### src/hdl/dsr_pkg.sv
package dsr_pkg;

   localparam int MAX_REQUESTS     = 16;
   localparam int TRACK_BITS       = 10;
   localparam int IDX_BITS         = (MAX_REQUESTS > 1) ? $clog2(MAX_REQUESTS) : 1;
   localparam int CNT_BITS         = $clog2(MAX_REQUESTS + 1);
   localparam int KEY_BITS         = TRACK_BITS + 1;
   localparam int SUM_BITS         = 14;
   localparam int SUM_MAX          = 16383;
   localparam int COUNT_FIELD_BITS = 5;
   localparam int START_RESET      = 90;

   localparam int CSR_ADDR_BITS    = 1;
   localparam int CSR_DATA_BITS    = TRACK_BITS;
   localparam int REQ_DATA_BITS    = 16;
   localparam int REQ_PAD_BITS     = REQ_DATA_BITS - TRACK_BITS;
   localparam int RSP_FIELD_BITS   = 2 * TRACK_BITS + SUM_BITS + COUNT_FIELD_BITS;
   localparam int RSP_DATA_BITS    = ((RSP_FIELD_BITS + 7) / 8) * 8;
   localparam int RSP_PAD_BITS     = RSP_DATA_BITS - RSP_FIELD_BITS;

   localparam logic [CSR_ADDR_BITS-1:0] CSR_MODE  = 1'b0;
   localparam logic [CSR_ADDR_BITS-1:0] CSR_START = 1'b1;

   localparam logic [1:0] MODE_FCFS = 2'd0;
   localparam logic [1:0] MODE_SSTF = 2'd1;
   localparam logic [1:0] MODE_SCAN = 2'd2;

   typedef enum logic [1:0] {
      ST_IDLE,
      ST_LAUNCH,
      ST_SEARCH,
      ST_EMIT
   } state_type;

   typedef struct packed {
      logic                  live;
      logic                  found;
      logic [KEY_BITS-1:0]   key;
      logic [IDX_BITS-1:0]   idx;
      logic [TRACK_BITS-1:0] track;
   } token_type;

   typedef struct packed {
      logic                  wr_en;
      logic [IDX_BITS-1:0]   wr_idx;
      logic [TRACK_BITS-1:0] wr_track;
      logic                  mark_en;
      logic [IDX_BITS-1:0]   mark_idx;
      logic                  clear;
      logic [CNT_BITS-1:0]   count;
      logic [1:0]            mode;
      logic [TRACK_BITS-1:0] head;
      logic [TRACK_BITS-1:0] start;
   } cell_ctl_type;

   function automatic logic [TRACK_BITS-1:0] abs_diff(input logic [TRACK_BITS-1:0] a,
                                                       input logic [TRACK_BITS-1:0] b);
      return (a > b) ? (a - b) : (b - a);
   endfunction

endpackage

### src/hdl/dsr_cell.sv
module dsr_cell (
   input  logic                          clock,
   input  logic                          reset,
   input  dsr_pkg::cell_ctl_type         ctl,
   input  logic [dsr_pkg::IDX_BITS-1:0]  cell_index,
   input  dsr_pkg::token_type            prev_tok,
   output dsr_pkg::token_type            next_tok
);
   import dsr_pkg::*;

   logic [TRACK_BITS-1:0] track_ff;
   logic                  served_ff;
   logic                  served_in;
   token_type             tok_ff;
   token_type             tok_in;
   logic [KEY_BITS-1:0]   key;
   logic                  eligible;

   always_comb begin
      case (ctl.mode)
         MODE_SSTF: key = {1'b0, abs_diff(ctl.head, track_ff)};
         MODE_SCAN: key = (track_ff > ctl.start) ? {1'b0, track_ff} : {1'b1, ~track_ff};
         default:   key = '0;
      endcase
   end

   // A request is a candidate when it is loaded and not yet served. Strict
   // comparison lets the earliest loaded request win a tie.
   assign eligible = (CNT_BITS'(cell_index) < ctl.count) && !served_ff;

   always_comb begin
      tok_in = prev_tok;
      if (eligible && (!prev_tok.found || key < prev_tok.key)) begin
         tok_in.found = 1'b1;
         tok_in.key   = key;
         tok_in.idx   = cell_index;
         tok_in.track = track_ff;
      end
   end

   always_comb begin
      served_in = served_ff;
      if (ctl.clear) begin
         served_in = 1'b0;
      end else if (ctl.mark_en && ctl.mark_idx == cell_index) begin
         served_in = 1'b1;
      end
   end

   always_ff @(posedge clock) begin
      if (ctl.wr_en && ctl.wr_idx == cell_index) begin
         track_ff <= ctl.wr_track;
      end
   end

   always_ff @(posedge clock) begin
      tok_ff.found <= tok_in.found;
      tok_ff.key   <= tok_in.key;
      tok_ff.idx   <= tok_in.idx;
      tok_ff.track <= tok_in.track;
      if (reset) begin
         served_ff   <= 1'b0;
         tok_ff.live <= 1'b0;
      end else begin
         served_ff   <= served_in;
         tok_ff.live <= tok_in.live;
      end
   end

   assign next_tok = tok_ff;

endmodule

### src/hdl/disk_request_scheduler.sv
// Disk request scheduler.
// Requests arrive on the req_ channel, one track per transaction; the
// transaction with req_tlast high closes the batch. Up to MAX_REQUESTS
// requests are kept, later ones are dropped and reported through the
// overflow flag in rsp_tuser. The block then returns one rsp_ transaction
// per stored request in service order, with rsp_tlast on the final one.
// The csr_ port selects the policy (first come, shortest seek, or an
// upward-then-downward sweep) and the starting head track; write it only
// while no batch is being loaded or served.
// Loading takes one cycle per request. Each result is found by a search
// token that walks the row of request cells, one cell per cycle; the
// first search starts once the batch closes, and the result is registered
// when the token leaves the last cell. req_tready stays low while a batch
// is served and returns the cycle after the final result is taken.
// A stalled receiver simply holds the current result; the next search
// starts when it is taken. Reset returns the block to loading with an
// empty batch, first come first served and start track 90.
module disk_request_scheduler (
   input  logic                               clock,
   input  logic                               reset,
   // request_track in [9:0], zero fill above
   input  logic [dsr_pkg::REQ_DATA_BITS-1:0]  req_tdata,
   input  logic                               req_tlast,
   input  logic                               req_tvalid,
   output logic                               req_tready,
   // served_track, seek_distance, total_distance, request_count, zero fill
   output logic [dsr_pkg::RSP_DATA_BITS-1:0]  rsp_tdata,
   // overflow
   output logic                               rsp_tuser,
   output logic                               rsp_tlast,
   output logic                               rsp_tvalid,
   input  logic                               rsp_tready,
   input  logic                               csr_we,
   input  logic [dsr_pkg::CSR_ADDR_BITS-1:0]  csr_addr,
   input  logic [dsr_pkg::CSR_DATA_BITS-1:0]  csr_wdata
);
   import dsr_pkg::*;

   state_type             state_ff, state_in;
   logic [1:0]            mode_ff;
   logic [TRACK_BITS-1:0] start_ff;
   logic [CNT_BITS-1:0]   count_ff, count_in;
   logic                  dropped_ff, dropped_in;
   logic [TRACK_BITS-1:0] head_ff, head_in;
   logic [SUM_BITS-1:0]   sum_ff, sum_in;
   logic [CNT_BITS-1:0]   served_cnt_ff, served_cnt_in;
   logic [TRACK_BITS-1:0] rsp_track_ff, rsp_track_in;
   logic [TRACK_BITS-1:0] rsp_seek_ff, rsp_seek_in;
   logic [SUM_BITS-1:0]   rsp_total_ff, rsp_total_in;
   logic                  rsp_last_ff, rsp_last_in;

   cell_ctl_type          ctl;
   logic                  start_search;
   token_type             launch_tok;
   token_type             chain [MAX_REQUESTS+1];
   token_type             best;
   logic [TRACK_BITS-1:0] seek;
   logic [SUM_BITS:0]     sum_wide;
   logic [SUM_BITS-1:0]   sum_next;

   always_comb begin
      launch_tok      = '0;
      launch_tok.live = start_search;
   end

   assign chain[0] = launch_tok;

   for (genvar i = 0; i < MAX_REQUESTS; i++) begin : g_cell
      dsr_cell u_cell (
         .clock      (clock),
         .reset      (reset),
         .ctl        (ctl),
         .cell_index (IDX_BITS'(i)),
         .prev_tok   (chain[i]),
         .next_tok   (chain[i+1])
      );
   end

   assign best     = chain[MAX_REQUESTS];
   assign seek     = abs_diff(head_ff, best.track);
   assign sum_wide = (SUM_BITS+1)'(sum_ff) + (SUM_BITS+1)'(seek);
   assign sum_next = (sum_wide > (SUM_BITS+1)'(SUM_MAX)) ? SUM_BITS'(SUM_MAX)
                                                         : sum_wide[SUM_BITS-1:0];

   always_comb begin
      state_in      = state_ff;
      count_in      = count_ff;
      dropped_in    = dropped_ff;
      head_in       = head_ff;
      sum_in        = sum_ff;
      served_cnt_in = served_cnt_ff;
      rsp_track_in  = rsp_track_ff;
      rsp_seek_in   = rsp_seek_ff;
      rsp_total_in  = rsp_total_ff;
      rsp_last_in   = rsp_last_ff;
      start_search  = 1'b0;
      req_tready    = 1'b0;
      rsp_tvalid    = 1'b0;

      ctl.wr_en     = 1'b0;
      ctl.wr_idx    = count_ff[IDX_BITS-1:0];
      ctl.wr_track  = req_tdata[TRACK_BITS-1:0];
      ctl.mark_en   = 1'b0;
      ctl.mark_idx  = best.idx;
      ctl.clear     = 1'b0;
      ctl.count     = count_ff;
      ctl.mode      = mode_ff;
      ctl.head      = head_ff;
      ctl.start     = start_ff;

      unique case (state_ff)
         ST_IDLE: begin
            req_tready = 1'b1;
            if (req_tvalid) begin
               if (count_ff < CNT_BITS'(MAX_REQUESTS)) begin
                  ctl.wr_en = 1'b1;
                  count_in  = count_ff + CNT_BITS'(1);
               end else begin
                  dropped_in = 1'b1;
               end
               if (req_tlast) begin
                  sum_in        = '0;
                  served_cnt_in = '0;
                  state_in      = ST_LAUNCH;
               end
            end
         end
         ST_LAUNCH: begin
            start_search = 1'b1;
            state_in     = ST_SEARCH;
         end
         ST_SEARCH: begin
            if (best.live) begin
               ctl.mark_en   = 1'b1;
               head_in       = best.track;
               sum_in        = sum_next;
               served_cnt_in = served_cnt_ff + CNT_BITS'(1);
               rsp_track_in  = best.track;
               rsp_seek_in   = seek;
               rsp_total_in  = sum_next;
               rsp_last_in   = (served_cnt_ff + CNT_BITS'(1)) == count_ff;
               state_in      = ST_EMIT;
            end
         end
         ST_EMIT: begin
            rsp_tvalid = 1'b1;
            if (rsp_tready) begin
               if (rsp_last_ff) begin
                  ctl.clear  = 1'b1;
                  count_in   = '0;
                  dropped_in = 1'b0;
                  head_in    = start_ff;
                  state_in   = ST_IDLE;
               end else begin
                  start_search = 1'b1;
                  state_in     = ST_SEARCH;
               end
            end
         end
         default: begin
            state_in = ST_IDLE;
         end
      endcase

      if (csr_we && csr_addr == CSR_START) begin
         head_in = csr_wdata[TRACK_BITS-1:0];
      end
   end

   always_ff @(posedge clock) begin
      if (reset) begin
         state_ff      <= ST_IDLE;
         mode_ff       <= MODE_FCFS;
         start_ff      <= TRACK_BITS'(START_RESET);
         count_ff      <= '0;
         dropped_ff    <= 1'b0;
         head_ff       <= TRACK_BITS'(START_RESET);
         sum_ff        <= '0;
         served_cnt_ff <= '0;
      end else begin
         state_ff      <= state_in;
         count_ff      <= count_in;
         dropped_ff    <= dropped_in;
         head_ff       <= head_in;
         sum_ff        <= sum_in;
         served_cnt_ff <= served_cnt_in;
         if (csr_we && csr_addr == CSR_MODE) begin
            mode_ff <= csr_wdata[1:0];
         end
         if (csr_we && csr_addr == CSR_START) begin
            start_ff <= csr_wdata[TRACK_BITS-1:0];
         end
      end
   end

   always_ff @(posedge clock) begin
      rsp_track_ff <= rsp_track_in;
      rsp_seek_ff  <= rsp_seek_in;
      rsp_total_ff <= rsp_total_in;
      rsp_last_ff  <= rsp_last_in;
   end

   assign rsp_tdata = {{RSP_PAD_BITS{1'b0}}, COUNT_FIELD_BITS'(count_ff), rsp_total_ff,
                       rsp_seek_ff, rsp_track_ff};
   assign rsp_tuser = dropped_ff;
   assign rsp_tlast = rsp_last_ff;

endmodule

### config.mk
export PLATFORM = sky130hd
export DESIGN_NAME = disk_request_scheduler
export DESIGN_NICKNAME = d
export VERILOG_FILES = /design/src/hdl/dsr_pkg.sv /design/src/hdl/dsr_cell.sv /design/src/hdl/disk_request_scheduler.sv
export SDC_FILE = /design/constraint.sdc
export NUM_CORES = 2
export LEC_CHECK = 0
export ABC_AREA = 1
export ABC_CLOCK_PERIOD_IN_PS = 7740
export BUFFER_PORTS_ARGS = -buffer_cell sky130_fd_sc_hd__buf_2
export CAP_MARGIN = 20
export CORE_UTILIZATION = 45
export DETAILED_ROUTE_END_ITERATION = 7
export MAX_ROUTING_LAYER = met4
export SLEW_MARGIN = 15
export SYNTH_ARGS = -nofsm -noshare
export SYNTH_HDL_FRONTEND = slang
export SYNTH_SLANG_ARGS = --single-unit
### constraint.sdc
create_clock -name clock -period 7.74 [get_ports clock]
set_clock_uncertainty 0.1 [all_clocks]
set_input_delay 1.161 -clock clock [delete_from_list [all_inputs] [get_ports clock]]
set_output_delay 1.161 -clock clock [all_outputs]
set_load 0.005 [all_outputs]
; ---- After elaboration in Yosys (flattened, before gate mapping)
; Index checks and enable logic that the tools add are counted.
[word_totals]
register_bits = 680
wordCells = 520
mem_bits_ro = 0
memories = 0
output_inout_bits = 44
latch_bits = 0
ramBits = 0
[classes]
bitwise_logic = 17
n_reduce_logical = 124
shifts = 0
n_lt_le_gt_ge = 66
n_addsub = 37
n_mux = 108
n_div = 0
mul = 0
eq_ne = 46
[ops]
columns = cell, n
row1 = 11-bit one-hot mux with 2 select lines, 16
row2 = 25-bit 2-to-1 mux, 14
row3 = 10-bit subtractor, 34
row4 = 10-bit > comparator, 33
row5 = 10-bit 2-to-1 mux, 22
row6 = 11-bit 2-to-1 mux, 16
row7 = 11-bit < comparator, 15
row8 = 10-bit NOT, 16
row9 = 1-bit logical AND, 65
row10 = "4-bit == test, second input constant", 16
row11 = 14-bit 2-to-1 mux, 4
row12 = "4-bit by 5-bit < comparator with 1-bit output, first input constant", 8
row13 = 5-bit 2-to-1 mux, 7
row14 = "4-bit by 3-bit == test with 1-bit output, second input constant", 8
row15 = 1-bit logical NOT, 31
row16 = 14-bit one-hot mux with 2 select lines, 1
row17 = 26-bit 2-to-1 mux, 1
row18 = "3-bit by 5-bit < comparator with 1-bit output, first input constant", 4
row19 = 10-bit one-hot mux with 2 select lines, 1
row20 = 5-bit one-hot mux with 2 select lines, 2
row21 = "4-bit by 2-bit == test with 1-bit output, second input constant", 4
row22 = 1-bit 2-to-1 mux, 16
row23 = 14-bit by 10-bit adder with 15-bit output, 1
row24 = "15-bit by 14-bit > comparator with 1-bit output, second input constant", 1
row25 = 25 further kinds, 62

; ---- Depth between registers and ports, before layout
[logic_depth]
depth_word = 7
depth_mapped = 29

; ---- By module
; Synthesis repeated with hierarchy kept, for this count alone.
[unflattened]
hier_cells = 7819
hier_area_um2 = 57078.5
[modules_own_cells]
columns = module, cells_per_inst, area_per_inst_um2, instances
row1 = dsr_cell at g_cell[0].u_cell ..., 445, 3229.3, 12
row2 = dsr_cell at g_cell[7].u_cell ..., 456, 3218.1, 2
row3 = disk_request_scheduler, 661, 5302.6, 1
row4 = dsr_cell at g_cell[10].u_cell, 449, 3369.5, 1
row5 = dsr_cell at g_cell[8].u_cell, 457, 3218.1, 1

; ---- Least setup slack after synthesis
; OpenSTA, ideal clock, no wires.
[synth_path]
path_type = register to register
from = register head_ff[1]
to = register rsp_total_ff[0], data pin
setup_slack_ns = 2.012
n_path_buf = 0
arrival_ns = 5.365
required_time_ns = 7.378
path_stages_with_launch = 17
synth_period_minus_slack_ns = 5.728
path_cell_list = dfxtp_1 > inv_1 > fa_1 > a221o_1 > o21ai_1 > xor2_1 > inv_1 > ha_1 > nand2_1 > inv_1 > a21oi_1 > o21ai_2 > a21boi_1 > nor2_2 > nand3_1 > inv_1 > or2_2
[synth_between]
elab_chain_len = 5
word_cells_on_any_way = 7
classes_between = add/sub: 3 / order compare: 2 / mux: 2
[synth_lines]
columns = item, line
row1 = start: declaration, disk_request_scheduler.sv:44  ; logic [TRACK_BITS-1:0] head_ff, head_in;
row2 = start signal: assignment, disk_request_scheduler.sv:177  ; head_ff <= TRACK_BITS'(START_RESET);
row3 = start signal: assignment, disk_request_scheduler.sv:184  ; head_ff <= head_in;
row4 = 10-bit subtractor / 10-bit > comparator (equally long branches), dsr_pkg.sv:58  ; return (a > b) ? (a - b) : (b - a);
row5 = 10-bit 2-to-1 mux (*), dsr_pkg.sv:58
row6 = net seek[4], disk_request_scheduler.sv:57  ; logic [TRACK_BITS-1:0] seek;
row7 = 14-bit by 10-bit adder with 15-bit output (*), disk_request_scheduler.sv:81  ; assign sum_wide = (SUM_BITS+1)'(sum_ff) + (SUM_BITS+1)'(seek);
row8 = 15-bit by 14-bit > comparator with 1-bit output (*), disk_request_scheduler.sv:82  ; assign sum_next = (sum_wide > (SUM_BITS+1)'(SUM_MAX)) ? SUM_BITS'(SUM_MAX)
row9 = 14-bit 2-to-1 mux (*), disk_request_scheduler.sv:82
row10 = net sum_next[0], disk_request_scheduler.sv:59  ; logic [SUM_BITS-1:0] sum_next;
row11 = end signal: assignment, disk_request_scheduler.sv:199  ; rsp_total_ff <= rsp_total_in;
row12 = end: declaration, disk_request_scheduler.sv:49  ; logic [SUM_BITS-1:0] rsp_total_ff, rsp_total_in;
; The timed path passes the listed nets; every way through them passes the cells marked *.
; A chain may end at the register's enable or synchronous reset.

; ---- Final worst setup path
[layout_path]
from = register head_ff[2]
to = register rsp_total_ff[1], data pin
; Same word-level chain as after synthesis.

==> results.tsv <==
metric	value	unit
total chip power	11520	uW
Nets	7578	
1st-iter DRT viols	4663	
clock group share of total power	0.329	
Main synth FF type	dfxtp_1	
Core Area	0.1107	mm^2
Mapped Cells	6869	
IO Port Bufs	69	
required time of the critical path	8.06	ns
Psw	4252	uW
WL per Instance	21.11	um
CTS Buffer Depth	3	
Final HPWL DP	125500	um
crit share post-route	0.7584	
Root Driver	clkbuf_16	
initial antenna violation count	8	
Worst Setup Path Type	reg -> reg	
DR vias/cell	5.441	
number of global-route vias before repair	42300	
IO Pins	77	
Area Growth Syn to Fin	8.160	%
Yosys reg bits	665	
setup TNS	0	ns
layout cell share with drive strength beyond 1	0.07468	
drt first pass iters	6	
Post-synth EDFFs	195	
Gate power share	0.298	
Syn. warnings	0	
Post-DRT Antenna Nets	0	
post-CTS setup buffers	0	
Synthesized Nets	7589	
Area contributors post-synth	dfxtp_1 (19%), ha_1 (16%), nand2_1 (14%), edfxtp_1 (12%), inv_1 (6.9%)	
switch share	0.3691	
# resized after CTS	0	
Slew headroom	0.2122	
count leader, synth	nand2_1	
Flop pwr share	0.374	
Seq/Total Area, Yosys	0.3038	
max_cap viols	0	
Hold Path Class	reg -> reg	
CTS tree	yes	
largest net degree at the start of global routing	65	
synth unique cells	61	
Final min period	5.870	ns
fin. max-slew vios	0	
largest area contributor in the netlist	dfxtp_1	
async set-reset flop share out of synthesis	0	
first-pass GRT wire length	263200	um
DIE HEIGHT	336.2	um
crit path DAT	6.19	ns
RSZ-0062 raised after global routing	false	
Worst-Margin Slew	1.182	ns
Fmax	170.4	MHz
syn_area_per_cell	7.315	um^2
gr ovfl total	0	
Peak supply drop	194.8	uV
Remaining DRCs	0	
Clk pin slew, worst setup/hold paths	0.07	ns
cts bufs inserted	77	
post-synth top area share	0.1873	
count of final setup violators	0	
hold_buf cts	0	
via count of the routed design	45780	
Fin. Hold Viols	0	
Worst Path Max Fanout	19	
Rows	122	
H-tree levels	3	
die width	336.2	um
Pwr Density	211.9	mW/mm^2
startpoint types	flop	
Starting Density	0.4540	
die area	0.1130	mm^2
Routed WL	177700	um
All-Layer GR Usage	0.3202	
Lkg Pwr	0.02647	uW
internal power	7267	uW
routability cong.	0.9644	
Cell Area, Synth	0.05025	mm^2
status	finished clean	
insertion delay to the later sink of the worst-skew pair	0.68	ns
final hold slack	0.2960	ns
CP Capture Type	flop	
commonest cells in the netlist	nand2_1 (1811), inv_1 (923), ha_1 (652)	
CTS Sinks	665	
==> path summary, 6_finish.rpt <==
| path | from | slack (ns) | cells after the start | endpoint |
|---|---|---|---|---|
| worst min register to register | g_cell[13].u_cell.next_tok[12] | 0.30 | 2 | g_cell[14].u_cell.next_tok[12] |
| worst max register to register | head_ff[2] | 1.87 | 26 | rsp_total_ff[1] |
| worst max-delay path | head_ff[2] | 1.87 | 26 | rsp_total_ff[1] |
| worst min-delay path | g_cell[13].u_cell.next_tok[12] | 0.30 | 2 | g_cell[14].u_cell.next_tok[12] |
==> cells in the final DEF (no fill, tap or decap), types with 85 or more instances in the layout <==
| master | count |
|---|---|
| dfxtp_1 | 460 |
| nand3_1 | 624 |
| nand2_1 | 1811 |
| edfxtp_1 | 195 |
| o21ai_0 | 282 |
| xor2_1 | 203 |
| a21oi_1 | 577 |
| nor2_1 | 292 |
| inv_1 | 917 |
| clkbuf_16 | 85 |
| ha_1 | 650 |
==> sequential cells by signal (all words and copies together) (netlist names), 5 cells and up <==
register and flops:
g_cell.u_cell.next_tok 405, g_cell.u_cell.track_ff 160, g_cell.u_cell.served_ff 16, rsp_total_ff 14, sum_ff 14, head_ff 10
rsp_seek_ff 10, rsp_track_ff 10, start_ff 10, count_ff 5, served_cnt_ff 5
==> power groups by stage <==
stage / clock network (uW) / registers [uW] / logic, uW
2_1_floorplan: 0 / 4250 / 2520
6_report: 3790 / 4300 / 3430
4_1_cts: 3830 / 4300 / 3380
3_5_place_dp: 0 / 4370 / 3360
3_3_place_gp: 0 / 4380 / 3330
5_1_grt: 3970 / 4330 / 3820
==> layer usage <==
metal / GRT usage / share of wire
met4: 0.1171 / 0.040
met3: 0.04216 / 0.077
met1: 0.4351 / 0.45
met2: 0.4841 / 0.44
met5: - / 0
==> metrics by stage <==
stage,std cells,cell area (um^2),util,setup WS (ns)
4_1_cts,8409,54320,0.4909,1.979
6_report,8414,54350,0.4911,1.870
3_5_place_dp,8265,51690,0.4671,1.996
2_1_floorplan,6869,50250,-,2.012
3_3_place_gp,8264,51680,0.4670,2.031
5_1_grt,8412,54340,0.4910,1.447
==> critical path, stage by stage (launching register included) <==
cell,delay (ns)
dfxtp_2,0.32
buf_4,0.55
inv_1,0.09
buf_4,0.35
ha_1,0.47
nand2_1,0.09
inv_1,0.07
a21oi_1,0.20
nor2_1,0.08
nor3_1,0.18
o21ai_1,0.11
nand2_2,0.20
inv_2,0.14
nand2_1,0.08
nand2_1,0.06
xnor2_1,0.12
inv_1,0.09
ha_1,0.32
a21oi_1,0.15
nand2_1,0.12
a21oi_1,0.32
o21ai_2,0.12
a21boi_1,0.27
nor2_2,0.08
nand3_1,0.47
inv_1,0.16
or2_2,0.30
==> cells by family (layout without fill, tap and decap cells) <==
group,Yosys count,after routing,share of synthesized area
AND/OR/NAND/NOR,2947,2947,0.2516
buffers and inverters,1185,1239,0.09886
AO/OA/AOI/OAI,1145,1145,0.1277
adder cells (fa/ha/maj),687,687,0.1763
flip-flops,665,665,0.3038
XOR/XNOR,239,239,0.04166
other,1,4,0.00007463
==> layout make-up <==
cell class              count  area (um^2)
well taps                1488         1862
inverters                 956         3606
diodes                      3        7.507
clock buffers             105         2292
repair buffers            139        874.6
fillers                 11130        56320
clock inverters            39        342.8
multi-input cells        5019        30080
flip-flops and latches    665        15280
(Power assumes the default switching activity.)
